<file path="src/rtl/cdq_pkg.sv">
package cdq_pkg;

  localparam int unsigned DATA_W = 32;
  localparam int unsigned KIND_W = 3;

  typedef enum logic [KIND_W-1:0] {
    KIND_INS_TAIL = 3'd0,
    KIND_INS_HEAD = 3'd1,
    KIND_SEARCH   = 3'd2,
    KIND_REM_HEAD = 3'd3,
    KIND_DUMP     = 3'd4
  } kind_e;

  typedef enum logic [1:0] {
    STAT_OK       = 2'd0,
    STAT_NOTFOUND = 2'd1,
    STAT_FULL     = 2'd2,
    STAT_EMPTY    = 2'd3
  } status_e;

  typedef enum logic [1:0] {
    ST_IDLE,
    ST_WALK,
    ST_RESP
  } state_e;

  typedef struct packed {
    logic signed [DATA_W-1:0] result_value;
    status_e                  status;
    logic                     last;
  } res_beat_t;

endpackage

</file>
<file path="src/rtl/cdq_in_if.sv">
interface cdq_in_if;
  import cdq_pkg::*;

  logic                     valid;
  logic                     ready;
  logic [KIND_W-1:0]        kind;
  logic signed [DATA_W-1:0] value;

  modport source (output valid, output kind, output value, input ready);
  modport sink   (input valid, input kind, input value, output ready);
endinterface

</file>
<file path="src/rtl/cdq_out_if.sv">
interface cdq_out_if;
  import cdq_pkg::*;

  logic                     valid;
  logic                     ready;
  logic signed [DATA_W-1:0] result_value;
  logic [1:0]               status;
  logic                     last;

  modport source (output valid, output result_value, output status, output last, input ready);
  modport sink   (input valid, input result_value, input status, input last, output ready);
endinterface

</file>
<file path="src/rtl/circular_deque_with_search.sv">
// Bounded double-ended queue of signed 32-bit values in a DEPTH-entry ring held in a
// single-port-read, single-port-write RAM. Inserts and head removals take one beat in and
// give one result beat, registered through the response state into the output register;
// a new command is taken once that beat has moved into the output register. Search reads
// one entry per cycle from the head until it finds the value or has inspected every entry,
// at most the fill count (on an empty queue it answers without a read); dump gives
// fill-count beats (one EMPTY beat on an empty queue), one per cycle while the sink keeps
// up, paced by the one RAM read each cycle. Unused kinds are absorbed without a result. RAM
// contents are not cleared at reset and need no clearing pass: only written slots are ever read.
module circular_deque_with_search
  import cdq_pkg::*;
#(
  parameter int unsigned DEPTH = 16
) (
  input  logic      clk_i,
  input  logic      rst_ni,
  cdq_in_if.sink    in_i,
  cdq_out_if.source out_o
);

  localparam int unsigned AW = (DEPTH > 1) ? $clog2(DEPTH) : 1;

  logic                     mem_we;
  logic [AW-1:0]            mem_waddr;
  logic signed [DATA_W-1:0] mem_wdata;
  logic                     mem_re;
  logic [AW-1:0]            mem_raddr;
  logic signed [DATA_W-1:0] mem_rdata;

  cdq_ctrl #(
    .DEPTH (DEPTH)
  ) u_ctrl (
    .clk_i       (clk_i),
    .rst_ni      (rst_ni),
    .in_i        (in_i),
    .out_o       (out_o),
    .mem_we_o    (mem_we),
    .mem_waddr_o (mem_waddr),
    .mem_wdata_o (mem_wdata),
    .mem_re_o    (mem_re),
    .mem_raddr_o (mem_raddr),
    .mem_rdata_i (mem_rdata)
  );

  cdq_mem #(
    .DEPTH (DEPTH)
  ) u_mem (
    .clk_i   (clk_i),
    .we_i    (mem_we),
    .waddr_i (mem_waddr),
    .wdata_i (mem_wdata),
    .re_i    (mem_re),
    .raddr_i (mem_raddr),
    .rdata_o (mem_rdata)
  );

  a_no_rw_same_cycle : assert property (@(posedge clk_i) disable iff (!rst_ni)
    !(mem_we && mem_re))
    else $error("RAM read and write in the same cycle");

  a_we_on_accept : assert property (@(posedge clk_i) disable iff (!rst_ni)
    mem_we |-> (in_i.valid && in_i.ready))
    else $error("RAM write outside of an accepted beat");

  a_busy_after_cmd : assert property (@(posedge clk_i) disable iff (!rst_ni)
    (in_i.valid && in_i.ready && in_i.kind <= KIND_W'(KIND_DUMP)) |=> !in_i.ready)
    else $error("ready did not drop after a command");

  a_raddr_range : assert property (@(posedge clk_i) disable iff (!rst_ni)
    mem_re |-> (int'(mem_raddr) < DEPTH))
    else $error("RAM read address out of range");

endmodule

</file>
<file path="src/rtl/cdq_mem.sv">
module cdq_mem
  import cdq_pkg::*;
#(
  parameter int unsigned DEPTH = 16,
  localparam int unsigned AW = (DEPTH > 1) ? $clog2(DEPTH) : 1
) (
  input  logic                     clk_i,
  input  logic                     we_i,
  input  logic [AW-1:0]            waddr_i,
  input  logic signed [DATA_W-1:0] wdata_i,
  input  logic                     re_i,
  input  logic [AW-1:0]            raddr_i,
  output logic signed [DATA_W-1:0] rdata_o
);

  logic signed [DATA_W-1:0] mem [DEPTH];
  logic signed [DATA_W-1:0] rdata_q;

  always_ff @(posedge clk_i) begin
    if (we_i) begin
      mem[waddr_i] <= wdata_i;
    end
  end

  always_ff @(posedge clk_i) begin
    if (re_i) begin
      rdata_q <= mem[raddr_i];
    end
  end

  assign rdata_o = rdata_q;

endmodule

</file>
<file path="src/rtl/cdq_ctrl.sv">
module cdq_ctrl
  import cdq_pkg::*;
#(
  parameter int unsigned DEPTH = 16,
  localparam int unsigned AW = (DEPTH > 1) ? $clog2(DEPTH) : 1,
  localparam int unsigned CW = $clog2(DEPTH + 1)
) (
  input  logic                     clk_i,
  input  logic                     rst_ni,
  cdq_in_if.sink                   in_i,
  cdq_out_if.source                out_o,
  output logic                     mem_we_o,
  output logic [AW-1:0]            mem_waddr_o,
  output logic signed [DATA_W-1:0] mem_wdata_o,
  output logic                     mem_re_o,
  output logic [AW-1:0]            mem_raddr_o,
  input  logic signed [DATA_W-1:0] mem_rdata_i
);

  state_e                   state_q, state_d;
  logic [AW-1:0]            head_q, head_d;
  logic [CW-1:0]            count_q, count_d;
  logic [AW-1:0]            idx_q, idx_d;
  logic                     dump_q, dump_d;
  status_e                  resp_q, resp_d;
  logic signed [DATA_W-1:0] val_q;
  logic                     out_valid_q;
  res_beat_t                out_q;
  res_beat_t                beat;
  logic                     out_load;
  logic                     slot_free;
  logic                     accept;
  logic                     full;
  logic                     empty;
  logic                     last_ent;

  function automatic logic [AW-1:0] ring_pos(input logic [AW-1:0] base,
                                             input logic [AW-1:0] off);
    logic [AW:0] s;
    s = {1'b0, base} + {1'b0, off};
    if (s >= (AW+1)'(DEPTH)) begin
      s = s - (AW+1)'(DEPTH);
    end
    return s[AW-1:0];
  endfunction

  assign in_i.ready = (state_q == ST_IDLE);
  assign accept     = in_i.valid && in_i.ready;
  assign slot_free  = !out_valid_q || out_o.ready;
  assign full       = (count_q == CW'(DEPTH));
  assign empty      = (count_q == '0);
  assign last_ent   = ((CW'(idx_q) + CW'(1)) == count_q);

  always_comb begin
    state_d     = state_q;
    head_d      = head_q;
    count_d     = count_q;
    idx_d       = idx_q;
    dump_d      = dump_q;
    resp_d      = resp_q;
    mem_we_o    = 1'b0;
    mem_waddr_o = ring_pos(head_q, count_q[AW-1:0]);
    mem_wdata_o = in_i.value;
    mem_re_o    = 1'b0;
    mem_raddr_o = head_q;
    out_load    = 1'b0;
    beat        = '{result_value: '0, status: STAT_OK, last: 1'b1};

    case (state_q)
      ST_IDLE: begin
        if (accept) begin
          idx_d = '0;
          case (kind_e'(in_i.kind))
            KIND_INS_TAIL: begin
              state_d = ST_RESP;
              resp_d  = full ? STAT_FULL : STAT_OK;
              if (!full) begin
                mem_we_o = 1'b1;
                count_d  = count_q + CW'(1);
              end
            end
            KIND_INS_HEAD: begin
              state_d = ST_RESP;
              resp_d  = full ? STAT_FULL : STAT_OK;
              if (!full) begin
                head_d      = (head_q == '0) ? AW'(DEPTH - 1) : head_q - AW'(1);
                mem_we_o    = 1'b1;
                mem_waddr_o = head_d;
                count_d     = count_q + CW'(1);
              end
            end
            KIND_SEARCH: begin
              dump_d = 1'b0;
              if (empty) begin
                state_d = ST_RESP;
                resp_d  = STAT_NOTFOUND;
              end else begin
                state_d  = ST_WALK;
                mem_re_o = 1'b1;
              end
            end
            KIND_REM_HEAD: begin
              state_d = ST_RESP;
              resp_d  = empty ? STAT_EMPTY : STAT_OK;
              if (!empty) begin
                head_d  = ring_pos(head_q, AW'(1));
                count_d = count_q - CW'(1);
              end
            end
            KIND_DUMP: begin
              dump_d = 1'b1;
              if (empty) begin
                state_d = ST_RESP;
                resp_d  = STAT_EMPTY;
              end else begin
                state_d  = ST_WALK;
                mem_re_o = 1'b1;
              end
            end
            default: begin
              state_d = ST_IDLE;
            end
          endcase
        end
      end
      ST_WALK: begin
        mem_raddr_o = ring_pos(head_q, idx_q + AW'(1));
        if (dump_q) begin
          beat = '{result_value: mem_rdata_i, status: STAT_OK, last: last_ent};
          if (slot_free) begin
            out_load = 1'b1;
            if (last_ent) begin
              state_d = ST_IDLE;
            end else begin
              mem_re_o = 1'b1;
              idx_d    = idx_q + AW'(1);
            end
          end
        end else if (mem_rdata_i == val_q) begin
          beat = '{result_value: val_q, status: STAT_OK, last: 1'b1};
          if (slot_free) begin
            out_load = 1'b1;
            state_d  = ST_IDLE;
          end
        end else if (last_ent) begin
          beat = '{result_value: '0, status: STAT_NOTFOUND, last: 1'b1};
          if (slot_free) begin
            out_load = 1'b1;
            state_d  = ST_IDLE;
          end
        end else begin
          mem_re_o = 1'b1;
          idx_d    = idx_q + AW'(1);
        end
      end
      ST_RESP: begin
        beat = '{result_value: '0, status: resp_q, last: 1'b1};
        if (slot_free) begin
          out_load = 1'b1;
          state_d  = ST_IDLE;
        end
      end
      default: begin
        state_d = ST_IDLE;
      end
    endcase
  end

  always_ff @(posedge clk_i or negedge rst_ni) begin
    if (!rst_ni) begin
      state_q     <= ST_IDLE;
      head_q      <= '0;
      count_q     <= '0;
      idx_q       <= '0;
      dump_q      <= 1'b0;
      resp_q      <= STAT_OK;
      out_valid_q <= 1'b0;
    end else begin
      state_q <= state_d;
      head_q  <= head_d;
      count_q <= count_d;
      idx_q   <= idx_d;
      dump_q  <= dump_d;
      resp_q  <= resp_d;
      if (out_load) begin
        out_valid_q <= 1'b1;
      end else if (out_o.ready) begin
        out_valid_q <= 1'b0;
      end
    end
  end

  always_ff @(posedge clk_i) begin
    if (accept) begin
      val_q <= in_i.value;
    end
    if (out_load) begin
      out_q <= beat;
    end
  end

  assign out_o.valid        = out_valid_q;
  assign out_o.result_value = out_q.result_value;
  assign out_o.status       = out_q.status;
  assign out_o.last         = out_q.last;

endmodule
</file>
<file path="src/flat_wrapper.sv">
// flat-port wrapper written by rule: the top's interface ports become plain ports
module circular_deque_with_search_flat import cdq_pkg::*;
#(
  parameter int unsigned DEPTH = 16
)
  (clk_i, rst_ni, in_i_valid, in_i_kind, in_i_value, in_i_ready, out_o_valid, out_o_result_value, out_o_status, out_o_last, out_o_ready);
  cdq_in_if in_i_i ();
  cdq_out_if out_o_i ();
  input  logic clk_i;
  input  logic rst_ni;
  input wire logic [$bits(in_i_i.valid)-1:0] in_i_valid;
  input wire logic [$bits(in_i_i.kind)-1:0] in_i_kind;
  input wire logic [$bits(in_i_i.value)-1:0] in_i_value;
  output wire logic [$bits(in_i_i.ready)-1:0] in_i_ready;
  output wire logic [$bits(out_o_i.valid)-1:0] out_o_valid;
  output wire logic [$bits(out_o_i.result_value)-1:0] out_o_result_value;
  output wire logic [$bits(out_o_i.status)-1:0] out_o_status;
  output wire logic [$bits(out_o_i.last)-1:0] out_o_last;
  input wire logic [$bits(out_o_i.ready)-1:0] out_o_ready;
  assign in_i_i.valid = in_i_valid;
  assign in_i_i.kind = in_i_kind;
  assign in_i_i.value = in_i_value;
  assign in_i_ready = in_i_i.ready;
  assign out_o_valid = out_o_i.valid;
  assign out_o_result_value = out_o_i.result_value;
  assign out_o_status = out_o_i.status;
  assign out_o_last = out_o_i.last;
  assign out_o_i.ready = out_o_ready;
  circular_deque_with_search #(.DEPTH(DEPTH)) u_core (.clk_i(clk_i), .rst_ni(rst_ni), .in_i(in_i_i), .out_o(out_o_i));
endmodule
</file>
<file path="config.mk">
export PLATFORM = sky130hd
export DESIGN_NAME = circular_deque_with_search_flat
export DESIGN_NICKNAME = d
export VERILOG_FILES = /design/src/rtl/cdq_pkg.sv /design/src/rtl/cdq_in_if.sv /design/src/rtl/cdq_out_if.sv /design/src/rtl/circular_deque_with_search.sv /design/src/rtl/cdq_mem.sv /design/src/rtl/cdq_ctrl.sv /design/src/flat_wrapper.sv
export SDC_FILE = /design/constraint.sdc
export NUM_CORES = 1
export LEC_CHECK = 0
export BUFFER_PORTS_ARGS = -buffer_cell sky130_fd_sc_hd__buf_2
export CAP_MARGIN = 20
export CORE_ASPECT_RATIO = 1.75
export CORE_MARGIN = 2
export CORE_UTILIZATION = 55
export CTS_CLUSTER_SIZE = 20
export DETAILED_ROUTE_END_ITERATION = 16
export PLACE_DENSITY_LB_ADDON = 0.12
export SLEW_MARGIN = 10
export SYNTH_ARGS = -nofsm -noshare
export SYNTH_HDL_FRONTEND = slang
export SYNTH_SLANG_ARGS = --single-unit
</file>
<file path="constraint.sdc">
create_clock -name clk_i -period 5 [get_ports clk_i]
set_clock_uncertainty 0.2 [all_clocks]
set_input_delay 1 -clock clk_i [delete_from_list [all_inputs] [get_ports clk_i]]
set_output_delay 1 -clock clk_i [all_outputs]
set_load 0.05 [all_outputs]
</file>
==> results of run 1 <==
## state kept, by name, summed over array words and instances (netlist names), 2 cells and up
name and count:
u_core.u_mem.mem 512, u_core.u_ctrl.out_o.result_value 32, u_core.u_ctrl.val_q 32, u_core.u_mem.rdata_o 32
u_core.u_ctrl.count_q 5, u_core.u_ctrl.head_q 4, u_core.u_ctrl.idx_q 4, u_core.u_ctrl.out_o.status 2
u_core.u_ctrl.resp_q 2, u_core.u_ctrl.state_q 2
## cells by family (layout without fill, tap and decap cells)
group | after synthesis | in the layout | share of synthesized area, %
adders and majority gates | 19 | 19 | 1.00
muxes | 37 | 37 | 2.98
AOI/OAI and AO/OA | 360 | 360 | 9.38
and+or+nand+nor | 543 | 543 | 9.65
buffers and inverters | 136 | 222 | 2.75
xor gates and xnor gates | 53 | 53 | 1.89
DFF | 630 | 630 | 72.4
## layer usage
layer	vias up	wire, um
met5	-	27
met4	4	2130
met3	122	4190
met2	585	32700
met1	7791	25800
li1	6846	-
## per-stage QoR
step	setup WS [ns]	power, uW	instances	util, %	hold slack [ns]
floorplan	0.667	12300	1778	-	0.283
CTS	1.06	18600	2446	61.1	0.169
global placement	0.906	14600	2355	57.6	0.360
finish	0.996	18600	2452	61.4	0.176
global route	0.842	19400	2452	61.4	0.193
detailed placement	0.794	14700	2356	57.7	0.374
## cell usage after synthesis (11+ instances only)
master    count  area share (%)
a21oi_1      51            0.98
xnor2_1      11            0.37
nand3_1      35            0.67
edfxtp_1    611              71
clkbuf_1     26            0.38
ha_1         16            0.77
nor2_1       34            0.49
a211oi_1    131             3.8
and2_1       78             1.9
nand2_1     309             4.5
buf_2        69             1.3
xor2_1       39             1.3
and2_0       52             1.3
dfrtp_1      19             1.8
inv_1        17            0.25
a31oi_1     132             3.2
buf_6        14            0.61
mux4_2       32             2.8
## final timing paths
kind	start	to	slack, ns	cells after the start
setup / recovery	u_core.u_ctrl.idx_q[0]	u_core.u_mem.rdata_o[4]	1.0	11
hold / removal	rst_ni	u_core.u_ctrl.idx_q[1]	0.18	1
setup reg to reg	u_core.u_ctrl.idx_q[0]	u_core.u_mem.rdata_o[4]	1.0	11
hold reg to reg	u_core.u_ctrl.idx_q[1]	u_core.u_ctrl.idx_q[1]	0.39	1
max in group asynchronous	rst_ni	u_core.u_ctrl.resp_q[1]	4.10	1
min in group clk_i	u_core.u_ctrl.idx_q[1]	u_core.u_ctrl.idx_q[1]	0.39	1
## cell type report
type	count	share of cell area, %
multi-input combinational	1012	23.2
clock inverter	27	0.746
clock buffer	63	4.83
inverter	21	0.283
timing repair buffer	111	2.76
tap	588	2.56
sequential	630	65.6
## worst max-delay path, delay by kind of cell (launching register included)
family	cells	cell delay, ns
mux	1	0.50
fa+ha+maj	2	0.60
flops	1	0.44
buf+inv	3	0.93
compound gates	2	0.42
simple gates	1	0.07
xor+xnor	2	0.41
## power by group
| group | internal [uW] | switching [uW] | leakage (uW) |
|---|---|---|---|
| Combinational | 2620 | 5120 | 0.00287 |
| Clock | 2120 | 1800 | 0.000786 |
| Sequential | 6550 | 378 | 0.00576 |
==> flow_metrics.env, run 1 <==
export IMPL_slew_headroom_pct=17.2
export IMPL_drtPass1Iterations=5
export IMPL_grt_overflow_total=0
export IMPL_row_count=105
export IMPL_layout_common_cells="edfxtp_1, nand2_1, a31oi_1"
export IMPL_routed_via_density=6.26
export IMPL_route_detailed_drc=0
export IMPL_grt_pass1_wl_mm=95.2
export IMPL_syn_instance_count=1778
export IMPL_multi_input_comb_area_um2=6660
export IMPL_antenna_found_initial=2
export IMPL_synth_enable_flop_cells=611
export IMPL_cts_tree="yes"
export IMPL_crit_chain="ha_1 > xnor2_1 > inv_1 > ha_1 > xnor2_1 > nor2_2 > a21oi_4 > buf_12 > buf_4 > a31oi_1 > mux4_2"
export IMPL_tightest_slew_ns=1.24
export IMPL_ir_drop_mv=0.665
export IMPL_cts_root_buf="clkbuf_16"
export IMPL_post_cts_setup_buffers=0
export IMPL_finalCritPeriodShare_pct=80.1
export IMPL_grtUsageMet2_pct=45.0
export IMPL_via_count=15348
export IMPL_min_path_type="input port to async pin"
export IMPL_critPathArrivalTime_ns=4.13
export IMPL_fp_dieW_um=168
export IMPL_ant_nets=0
export IMPL_insertion_delay_ns=0.59
export IMPL_drive_gt1_share_pct=13.6
export IMPL_design_area_um2=28700
export IMPL_rsz0062_at_grt="no"
export IMPL_ys_seq_area_share_pct=72.4
export IMPL_gp_congestion=0.875
export IMPL_grt_busiest_layer="met2"
export IMPL_synthArstFlopShare_pct=3.02
export IMPL_cts_repair_resized=0
export IMPL_clock_fmax_mhz=250
export IMPL_routed_wl_mm=64.8
export IMPL_finalSetupViolations=0
export IMPL_ys_types=64
export IMPL_drt_iter0_markers=1380
export IMPL_clk_pin_slew_worst_paths_ns=0.07
export IMPL_initial_core_util_pct=55.6
export IMPL_numCtsBuffers=54
export IMPL_port_buffers=75
export IMPL_finalSetupTns_ns=0
export IMPL_critPathLaunchType="register"
export IMPL_fill_cells=3565
export IMPL_synth_nets=1836
export IMPL_leakage_uw=0.00942
export IMPL_p_per_area_nw_per_um2=648
export IMPL_timing_max_cap_violations=0
export IMPL_cts_path_max_buffers=3
export IMPL_status="finished clean"
export IMPL_core_area_um2=46800
export IMPL_regArea_um2=18800
export IMPL_syn_area_per_cell_um2=14.6
export IMPL_endpoint_kind="register"
export IMPL_n_antenna_cell=0
export IMPL_syn_cell_area_um2=26000
export IMPL_grt_max_degree=108
export IMPL_use_met3_pct=3.33
export IMPL_period_minus_slack_ns=4.00
export IMPL_cts_sinks=630
export IMPL_layout_commonest_cell="edfxtp_1"
export IMPL_synth_seq_cells=630
export IMPL_die_area_um2=49100
export IMPL_hold_viol=0
export IMPL_slowest_stage="mux4_2"
export IMPL_ctsHoldBuffers=0
export IMPL_die_h_um=292
export IMPL_met1_usage_pct=35.6
export IMPL_crit_fanout=107
export IMPL_worstSetupPathType="register to register"
export IMPL_pin_count=76
export IMPL_yosysWarnings=0
export IMPL_nets=1888
export IMPL_place_hpwl_mm=40.2
export IMPL_grt_pass1_vias=14947
export IMPL_slew_viol_final=0
export IMPL_synthToLayoutAreaGrowth_pct=10.3
export IMPL_routedWlPerCell_um=26.4
export IMPL_required_ns=5.12
export IMPL_critPathMaxStageDelay_ns=0.50
export IMPL_htreeDepth=2
export IMPL_dpl_instance_area_um2=27000
export IMPL_ys_flop_type="edfxtp_1"
export IMPL_grtUsageTotal_pct=26.5
Note: power is estimated with default switching activity, not from simulation.
==> run 2: changes to the inputs <==
==> constraint.sdc (replaced) <==
create_clock -name clk_i -period 3.4 [get_ports clk_i]
set_clock_uncertainty 0.2 [all_clocks]
set_input_delay 0.68 -clock clk_i [delete_from_list [all_inputs] [get_ports clk_i]]
set_output_delay 0.68 -clock clk_i [all_outputs]
set_load 0.05 [all_outputs]
==> flow_metrics.env, run 2 (synthesized netlist as in run 1, its figures left out) <==
export IMPL_via_count=15533
export IMPL_pre_cts_slack_ns=0.157
export IMPL_slowest_stage="mux4_2"
export IMPL_grt_max_degree=71
export IMPL_fin_util_pct=63.5
export IMPL_fp_dieW_um=168
export IMPL_regToRegEndpoint="u_core.u_mem.rdata_o[2]"
export IMPL_place_hpwl_mm=35.4
export IMPL_p_sw_uw=10200
export IMPL_largest_register_ffs=512
export IMPL_initial_core_util_pct=55.6
export IMPL_grt_overflow_total=0
export IMPL_rsz0062_at_grt="no"
export IMPL_p_sw_share_pct=36.5
export IMPL_required_ns=3.53
export IMPL_leakage_uw=0.00988
export IMPL_status="finished clean"
export IMPL_place_inst=2409
export IMPL_tightest_slew_ns=1.01
export IMPL_row_count=105
export IMPL_ir_drop_mv=0.572
export IMPL_slew_viol_final=0
export IMPL_final_cells=2516
export IMPL_layout_commonest_cell="edfxtp_1"
export IMPL_die_area_um2=49100
export IMPL_finalSetupTns_ns=0
export IMPL_r2r_cells=12
export IMPL_reg2reg_slack_ns=0.18
export IMPL_design_area_um2=29700
export IMPL_grt_pass1_wl_mm=95.2
export IMPL_critPathArrivalTime_ns=3.34
export IMPL_seq_power_share_pct=36.3
export IMPL_hold_viol=0
export IMPL_critical_path_top_delay_family="adder cells"
export IMPL_crit_chain="ha_1 > xnor2_1 > inv_1 > ha_1 > xnor2_1 > nor2_2 > a21oi_4 > buf_12 > buf_4 > a211oi_1 > a31oi_1 > mux4_2"
export IMPL_ant_nets=0
export IMPL_routed_via_density=6.17
export IMPL_cts_root_buf="clkbuf_16"
export IMPL_critical_path_cell_count=12
export IMPL_crit_fanout=26
export IMPL_grtUsageTotal_pct=26.2
export IMPL_pwr_share_clk_pct=23.0
export IMPL_p_per_area_nw_per_um2=943
export IMPL_timing_max_cap_violations=0
export IMPL_drt_iter0_markers=1340
export IMPL_critPathMaxStageDelay_ns=0.45
export IMPL_cts_tree="yes"
export IMPL_endpoint_kind="register"
export IMPL_critPathLaunchType="register"
export IMPL_clock_fmax_mhz=311
export IMPL_finalSetupViolations=0
export IMPL_crit_buf_inv=3
export IMPL_routedWlPerCell_um=25.4
export IMPL_r2r_start="u_core.u_ctrl.idx_q[1]"
export IMPL_finalCritPeriodShare_pct=94.6
export IMPL_clk_pin_slew_worst_paths_ns=0.07
export IMPL_pin_count=76
export IMPL_die_h_um=292
export IMPL_min_path_type="input port to register"
export IMPL_route_detailed_drc=0
export IMPL_port_buffers=75
export IMPL_crit_path_start="u_core.u_ctrl.idx_q[1]"
export IMPL_drive_gt1_share_pct=16.7
export IMPL_nets=1940
export IMPL_cts_path_max_buffers=3
export IMPL_cts_sinks=630
export IMPL_period_minus_slack_ns=3.22
export IMPL_fill_cells=3396
export IMPL_p_int_uw=17800
export IMPL_antenna_found_initial=3
export IMPL_grt_pass1_vias=15408
export IMPL_numCtsBuffers=55
export IMPL_setup_ws_ns=0.183
export IMPL_slew_headroom_pct=32.9
export IMPL_regMostFlops="u_core.u_mem.mem"
export IMPL_htreeDepth=2
export IMPL_dpl_instance_area_um2=27800
export IMPL_insertion_delay_ns=0.60
export IMPL_synthToLayoutAreaGrowth_pct=14.1
export IMPL_worstSetupPathType="register to register"
export IMPL_gp_congestion=0.811
export IMPL_crit_end="u_core.u_mem.rdata_o[2]"
export IMPL_p_comb_share_pct=40.7
export IMPL_layout_common_cells="edfxtp_1, nand2_1, a31oi_1"
export IMPL_core_area_um2=46800
export IMPL_drtPass1Iterations=5
export IMPL_routed_wl_mm=64.0
run 2: layout make-up:
cell class / instances / area, um^2 / share of cell area (%)
Multi-Input combinational cell: 1012 / 6670 / 22.5
Sequential cell: 630 / 18800 / 63.4
Inverter: 21 / 81.3 / 0.274
Timing Repair Buffer: 162 / 1520 / 5.12
Clock buffer: 63 / 1450 / 4.88
Antenna cell: 1 / 2.50 / 0.00843
Tap cell: 588 / 736 / 2.48
Clock inverter: 39 / 410 / 1.38
run 2: per-stage QoR:
stage / power (uW) / hold slack [ns]
5_1_grt: 29400 / 0.258
3_3_place_gp: 21400 / 0.349
4_1_cts: 28100 / 0.212
2_1_floorplan: 18100 / 0.184
3_5_place_dp: 21600 / 0.362
6_report: 28000 / 0.236
run 2: worst min path at each step:
stage	start	end	slack (ns)	depth (start not counted)
after floorplan	rst_ni	u_core.u_ctrl.count_q[0]	0.18	0
after global placement	u_core.u_ctrl.idx_q[1]	u_core.u_ctrl.idx_q[1]	0.35	1
after detailed placement	u_core.u_ctrl.idx_q[1]	u_core.u_ctrl.idx_q[1]	0.36	1
after CTS	in_i_kind[1]	u_core.u_ctrl.resp_q[0]	0.21	3
after global routing	in_i_value[28]	u_core.u_mem.mem[4][28]	0.26	1
final	in_i_kind[1]	u_core.u_ctrl.resp_q[0]	0.24	3
run 2: worst min-delay path, stage by stage:
cell	delay, ns
buf_2	0.16
inv_1	0.06
o21ai_0	0.07
run 2: per-layer routing:
metal | GRT usage (%) | vias up | wire length [um] | part of all wire, %
li1 | - | 6978 | - | -
met1 | 33.4 | 7902 | 25000 | 39
met2 | 46.9 | 523 | 33700 | 53
met3 | 2.91 | 130 | 3310 | 5.2
met4 | 8.75 | 0 | 2030 | 3.2
met5 | 0 | - | 0 | 0
run 2: power groups by stage:
| stage | clock network [uW] | logic (uW) | registers (uW) |
|---|---|---|---|
| 3_3_place_gp | 0 | 11100 | 10300 |
| 5_1_grt | 6810 | 12400 | 10200 |
| 4_1_cts | 6530 | 11400 | 10200 |
| 3_5_place_dp | 0 | 11300 | 10300 |
| 2_1_floorplan | 0 | 7500 | 10500 |
| 6_report | 6440 | 11400 | 10200 |
run 2: what timing repair did:
| item | CTS | global route |
|---|---|---|
| hold buffers | 1 | 0 |
| resized for setup | 0 | 2 |
| hold endpoints to repair | 19 | 0 |
| endpoints found under the setup margin | 0 | 110 |
| setup buffers | 0 | 3 |
